**config.mk**
```make
export PLATFORM = sky130hd
export DESIGN_NAME = e2q_cordic
export DESIGN_NICKNAME = d
export VERILOG_FILES = /design/src/e2q_pkg.sv /design/src/e2q_cordic.sv
export SDC_FILE = /design/constraint.sdc
export NUM_CORES = 2
export LEC_CHECK = 0
export BUFFER_PORTS_ARGS = -buffer_cell sky130_fd_sc_hd__buf_2
export CORE_MARGIN = 10
export CORE_UTILIZATION = 45
export CTS_CLUSTER_SIZE = 28
export DETAILED_ROUTE_END_ITERATION = 8
export PLACE_DENSITY = 0.63
export SLEW_MARGIN = 5
export SYNTH_ARGS = -nofsm -noshare
export SYNTH_HDL_FRONTEND = slang
export SYNTH_SLANG_ARGS = --single-unit
```
**constraint.sdc**
```tcl
create_clock -name clock -period 13.5 [get_ports clock]
set_input_delay 1.35 -clock clock [delete_from_list [all_inputs] [get_ports clock]]
set_output_delay 1.35 -clock clock [all_outputs]
set_load 0.02 [all_outputs]
```
**src/e2q_pkg.sv**
```systemverilog
package e2q_pkg;

   // cordic configuration
   localparam int CORDIC_STAGES = 16;
   localparam int TABLE_LEN     = 24;
   localparam int RUN_STAGES    = (CORDIC_STAGES < TABLE_LEN) ? CORDIC_STAGES : TABLE_LEN;

   // working widths
   localparam int ANG_W  = 16;
   localparam int CRD_W  = 34;
   localparam int TRIG_W = 22;
   localparam int PRD2_W = 44;
   localparam int PRD3_W = 66;
   localparam int SUM_W  = 68;
   localparam int Q_W    = 16;

   localparam logic signed [CRD_W-1:0] ANG_PI      = 34'sd3373259426;
   localparam logic signed [CRD_W-1:0] ANG_HALF_PI = 34'sd1686629713;
   localparam logic signed [CRD_W-1:0] GAIN_Q30    = 34'sd652032874;
   localparam logic signed [Q_W-1:0]   Q14_ONE     = 16'sd16384;

   // arctangent table in 2^-30 units
   function automatic logic signed [CRD_W-1:0] atan_entry(input int idx);
      logic signed [CRD_W-1:0] v;
      v = '0;
      unique case (idx)
         0:  v = 34'sd843314856;
         1:  v = 34'sd497837829;
         2:  v = 34'sd263043836;
         3:  v = 34'sd133525158;
         4:  v = 34'sd67021686;
         5:  v = 34'sd33543515;
         6:  v = 34'sd16775850;
         7:  v = 34'sd8388437;
         8:  v = 34'sd4194282;
         9:  v = 34'sd2097149;
         10: v = 34'sd1048575;
         11: v = 34'sd524287;
         12: v = 34'sd262143;
         13: v = 34'sd131071;
         14: v = 34'sd65535;
         15: v = 34'sd32767;
         16: v = 34'sd16383;
         17: v = 34'sd8191;
         18: v = 34'sd4095;
         19: v = 34'sd2047;
         20: v = 34'sd1023;
         21: v = 34'sd511;
         22: v = 34'sd255;
         23: v = 34'sd127;
         default: v = '0;
      endcase
      return v;
   endfunction

   typedef struct packed {
      logic signed [TRIG_W-1:0] c;
      logic signed [TRIG_W-1:0] s;
   } trig_type;

endpackage

```
**src/e2q_cordic.sv**
```systemverilog
module e2q_cordic (
   input  logic                             clock,
   input  logic                             enable,
   input  logic signed [e2q_pkg::ANG_W-1:0] angle,
   output e2q_pkg::trig_type                trig
);
   import e2q_pkg::*;

   localparam int N = RUN_STAGES;

   logic signed [CRD_W-1:0] x_ff [0:N];
   logic signed [CRD_W-1:0] y_ff [0:N];
   logic signed [CRD_W-1:0] z_ff [0:N];
   logic                    neg_ff [0:N];
   logic signed [CRD_W-1:0] z_in;
   logic signed [CRD_W-1:0] cx, cy;
   logic signed [CRD_W-1:0] rx, ry;
   trig_type                trig_ff;

   // fold the half angle into range
   always_comb begin
      z_in = {{(CRD_W-ANG_W-17){angle[ANG_W-1]}}, angle, 17'd0};
   end

   always_ff @(posedge clock) begin
      if (enable) begin
         x_ff[0] <= GAIN_Q30;
         y_ff[0] <= '0;
         if (z_in > ANG_HALF_PI) begin
            z_ff[0] <= z_in - ANG_PI;
            neg_ff[0] <= 1'b1;
         end else if (z_in < -ANG_HALF_PI) begin
            z_ff[0] <= z_in + ANG_PI;
            neg_ff[0] <= 1'b1;
         end else begin
            z_ff[0] <= z_in;
            neg_ff[0] <= 1'b0;
         end
      end
   end

   // one rotation per stage
   for (genvar i = 0; i < N; i++) begin : g_stage
      always_ff @(posedge clock) begin
         if (enable) begin
            neg_ff[i+1] <= neg_ff[i];
            if (!z_ff[i][CRD_W-1]) begin
               x_ff[i+1] <= x_ff[i] - (y_ff[i] >>> i);
               y_ff[i+1] <= y_ff[i] + (x_ff[i] >>> i);
               z_ff[i+1] <= z_ff[i] - atan_entry(i);
            end else begin
               x_ff[i+1] <= x_ff[i] + (y_ff[i] >>> i);
               y_ff[i+1] <= y_ff[i] - (x_ff[i] >>> i);
               z_ff[i+1] <= z_ff[i] + atan_entry(i);
            end
         end
      end
   end

   // quadrant fix and rounding to 2^-20
   always_comb begin
      cx = neg_ff[N] ? -x_ff[N] : x_ff[N];
      cy = neg_ff[N] ? -y_ff[N] : y_ff[N];
      rx = (cx + CRD_W'(512)) >>> 10;
      ry = (cy + CRD_W'(512)) >>> 10;
   end

   always_ff @(posedge clock) begin
      if (enable) begin
         trig_ff.c <= rx[TRIG_W-1:0];
         trig_ff.s <= ry[TRIG_W-1:0];
      end
   end

   assign trig = trig_ff;

endmodule

```
# == After elaboration in Yosys (flattened, before gate mapping) ==
# Memory sizes are Yosys's and may differ from the RTL's.
# Index checks and enable logic that the tools add are counted.
# totals
ff_bits,44
latchBits,0
ramBits,1751
romBits,0
in_bits,18
out_inout_bits,44
word_cells,324
memories,4
# mem_list
memory,depth,width,read_ports,rd_clocked_by_memory_dff,write_ports,line,rtl
x_ff,17,34,17,0,17,e2q_cordic.sv:11,logic signed [CRD_W-1:0] x_ff [0:N];
y_ff,17,34,17,0,17,e2q_cordic.sv:12,logic signed [CRD_W-1:0] y_ff [0:N];
z_ff,17,34,16,0,17,e2q_cordic.sv:13,logic signed [CRD_W-1:0] z_ff [0:N];
neg_ff,17,1,17,0,17,e2q_cordic.sv:14,logic neg_ff [0:N];
# classes
addsub,101
mul,0
div,0
n_lt_le_gt_ge,2
n_eq_ne,0
shifts,0
n_mux,163
n_bitwise,52
n_reduce_logical,0
# op_table
operator,n
34-bit 2-to-1 mux,50
1-bit 2-to-1 mux,111
34-bit by 19-bit adder with 34-bit output,2
34-bit by 20-bit adder with 34-bit output,2
34-bit by 21-bit adder with 34-bit output,2
34-bit by 22-bit adder with 34-bit output,2
34-bit by 23-bit adder with 34-bit output,2
34-bit by 24-bit adder with 34-bit output,2
34-bit by 25-bit adder with 34-bit output,2
34-bit by 26-bit adder with 34-bit output,2
34-bit by 27-bit adder with 34-bit output,2
34-bit by 28-bit adder with 34-bit output,2
34-bit by 29-bit adder with 34-bit output,2
34-bit by 30-bit adder with 34-bit output,2
34-bit by 31-bit adder with 34-bit output,2
34-bit by 32-bit adder with 34-bit output,2
34-bit by 33-bit adder with 34-bit output,2
34-bit by 19-bit subtractor with 34-bit output,2
34-bit by 20-bit subtractor with 34-bit output,2
34-bit by 21-bit subtractor with 34-bit output,2
34-bit by 22-bit subtractor with 34-bit output,2
34-bit by 23-bit subtractor with 34-bit output,2
34-bit by 24-bit subtractor with 34-bit output,2
34-bit by 25-bit subtractor with 34-bit output,2
50 further kinds,113

# == Logic depth before layout (Yosys ltp) ==
# depth
word_depth,7
ltp_mapped,24
depth_no_buf,23

# == Worst setup path after synthesis ==
# OpenSTA, ideal clock, no wires.
# synth_timing
path_type,input-to-reg
from,in enable
to,"mem x_ff[7][31], data pin"
setup_ns,0.259
arrival_time_ns,5.872
t_required_ns,13.241
path_slack_ns,7.369
cell_stages,20
n_path_buf,4
cell_sequence,clkbuf_1 clkbuf_1 nand2_1 inv_1 clkbuf_1 clkbuf_1 nor2_1 xor2_1 ha_1 o21ai_0 o21bai_1 o2bb2ai_1 o41ai_1 a21oi_1 a221o_1 a31oi_1 o21bai_1 or3_1 o21ai_0 xnor2_1
# synth_rtl
element,line,rtl
"start, declared",e2q_cordic.sv:3,"input logic enable,"
"end, declared",e2q_cordic.sv:11,

==> flow_summary.toml <==
[outcome]
outcome = "finished, final reports clean"

[clock_network]
ctsResizeCount = 0
clk_pin_slew_ns = 0.06
cts_max_level = 4
clock-sinks = 1533
cts_tree = "built"
postCtsHoldBufs = 0
post_cts_buffers = 0
cts-buffers-inserted = 184
clock_tree.buffer_depth = 4
cts_root_buffer = "clkbuf_16"
clock_latency_ns = 0.88

[worst_setup_path]
rr_startpoint = "z_ff[5][33]"
crit_path_frequent_cell = "buf_4"
crit_chain = "buf_12, buf_4, buf_4, nand2_1, buf_4, inv_2, buf_4, nor2_1, xor2_1, ha_1, a211oi_1, a21oi_1, o22ai_1, nand4b_1, o21ai_0, a221oi_1, o31ai_1, a211oi_1, nor2_1, o41ai_1, xnor2_1"
start_kind = "primary input"
critPathSlowestCell = "buf_4"
r2r_slack_ns = 7.61
crit_family = "buffers and inverters"
crit_path_end_kind = "flop"
slowest_delay_ns = 0.83
crit_required_ns = 14.11
worst_ep_arrival_time_ns = 7.60
r2r_end = "x_ff[6][31]"
crit_fanout = 78
rr_worst_depth = 18
crit_type = "in -> reg"
crit_buf_inv = 6

[route]
dr.pass1.iters = 6
highest_layer = "met5"
wl_met1_um = 140000
ant_nets = 0
drt_iter0_markers = 6176
route.detailed.drc = 0
wl_met2_um = 149000
wl_um = 309000
viasPerCell = 5.67
post_drt_wl_per_cell_um = 18.0
num_vias = 97441
met3_length_um = 11200

[synthesis]
synth.distinct_cells = 94
synth.most_common_cell = "edfxtp_1"
synthTopCellsByArea = "edfxtp_1 (36%), ha_1 (14%), xnor2_1 (8.5%)"
async_reset_ff_frac = 0
synth_common_cells = "edfxtp_1 (1533), ha_1 (1424), a21oi_1 (1373)"
synth_cells = 13213
yosysTopAreaCell = "edfxtp_1"
ys_seq_elements = 1533
ys_warn_count = 0
synth_edf_count = 1533
ys.flop_type = "edfxtp_1"
synth_top_area_frac = 0.360
ys_seq_area_frac = 0.360
syn_area_per_cell_um2 = 9.68
mappedNetlistArea_um2 = 128000
syn_nets = 14701

[floorplan]
die_area_um2 = 306000
start_util = 0.453
io_pins = 62
core_area_um2 = 283000
rows = 195
die_h_um = 553
fp.dieW_um = 553

[worst_hold_path]
worstHoldEndpoint = "neg_ff[0][1]"
min_path_type = "reg -> reg"
holdPathStages = 0
min_from = "neg_ff[0][0]"

[sta]
worst_pin_slew_ns = 1.23
fmax_mhz = 143
fin_tns_setup_ns = 0
slew_violations = 0
setup_viol = 0
final_hold_viol_count = 0
fin_crit_ns = 6.99
period_share = 0.518
slew_headroom = 0.155
rsz0062_at_grt = "no"
finClkSkew_ns = 0.0688

[global_route]
grt_max_degree = 171
grt-ovfl-total = 0
antenna_found_initial = 8
grt_usage = 0.194
grt_pass1_vias = 92901
grt_pass1_wl_um = 499000

[job]
drv_cap = 0

[finish]
drive_gt1_frac = 0.0428
fillCellCount = 26398
layout.nets = 14794
area_growth_pct = 8.52

[placement]
gp_routability_congestion = 0.910
io_buffers = 61
dp_hpwl_um = 242000
worst max path at each step:
stage / startpoint / endpoint / slack, ns / depth (start not counted)
finish: enable / x_ff[14][33] / 6.51 / 21
global route: enable / z_ff[14][32] / 5.94 / 19
CTS: enable / x_ff[14][33] / 6.56 / 21
detailed placement: enable / x_ff[14][33] / 5.63 / 21
global placement: enable / x_ff[14][33] / 5.60 / 21
floorplan: enable / x_ff[7][31] / 7.37 / 20
metrics by stage:
stage          cell area (um^2)  setup slack (ns)  hold WS [ns]   util  instances
2_1_floorplan            128000              7.37         0.400      -      13213
3_3_place_gp             133000              5.60         0.403  0.469      16863
3_5_place_dp             133000              5.63         0.405  0.469      16863
4_1_cts                  139000              6.56         0.420  0.491      17193
5_1_grt                  139000              5.94         0.427  0.491      17194
6_report                 139000              6.51         0.416  0.491      17194
layout by cell type (no fill, tap or decap), types with 180 or more instances in the layout:
| cell type | count |
|---|---|
| edfxtp_1 | 1533 |
| xor2_1 | 693 |
| nor2_1 | 961 |
| nand3_1 | 214 |
| inv_1 | 511 |
| nand2b_1 | 236 |
| a21o_1 | 636 |
| nor3_1 | 288 |
| a21oi_1 | 1373 |
| o21ai_0 | 758 |
| ha_1 | 1424 |
| nor2b_1 | 180 |
| o21a_1 | 223 |
| nand2_1 | 746 |
| xnor2_1 | 1245 |
| clkbuf_16 | 189 |
state kept, by name, indices dropped and copies added (netlist names):
name and count:
trig 44, x_ff 482, z_ff 481, y_ff 509
neg_ff 17
logic make-up (layout without fill, tap and decap cells):
kind of cell | after synthesis | after routing | synth area share
buffers and inverters | 744 | 981 | 0.0219
and+or+nand+nor | 3297 | 3297 | 0.125
other | 0 | 1 | 0
xor gates and xnor gates | 1938 | 1938 | 0.133
AOI/OAI and AO/OA | 4117 | 4117 | 0.204
muxes | 114 | 114 | 0.00943
adders and majority gates | 1470 | 1470 | 0.147
DFF | 1533 | 1533 | 0.360
routing by layer:
metal	GRT usage	up-vias
met1	0.254	45761
met3	0.0173	473
met4	0.0526	2
met5	0	-
met2	0.343	1674
li1	-	49531
layout make-up:
cell class	instances	area, um^2	share of cell area
inverters	526	1970	0.0142
repair buffers	125	851	0.00613
clock buffers	215	4830	0.0348
well taps	3743	4680	0.0337
clock inverters	115	1340	0.00962
multi-input cells	10936	79100	0.570
flip-flops and latches	1533	46000	0.332
diodes	1	2.50	0.0000180
Power is left out: the tool's default activity adds up to more than one toggle a clock period on the data nets, which glitch-free logic cannot reach.
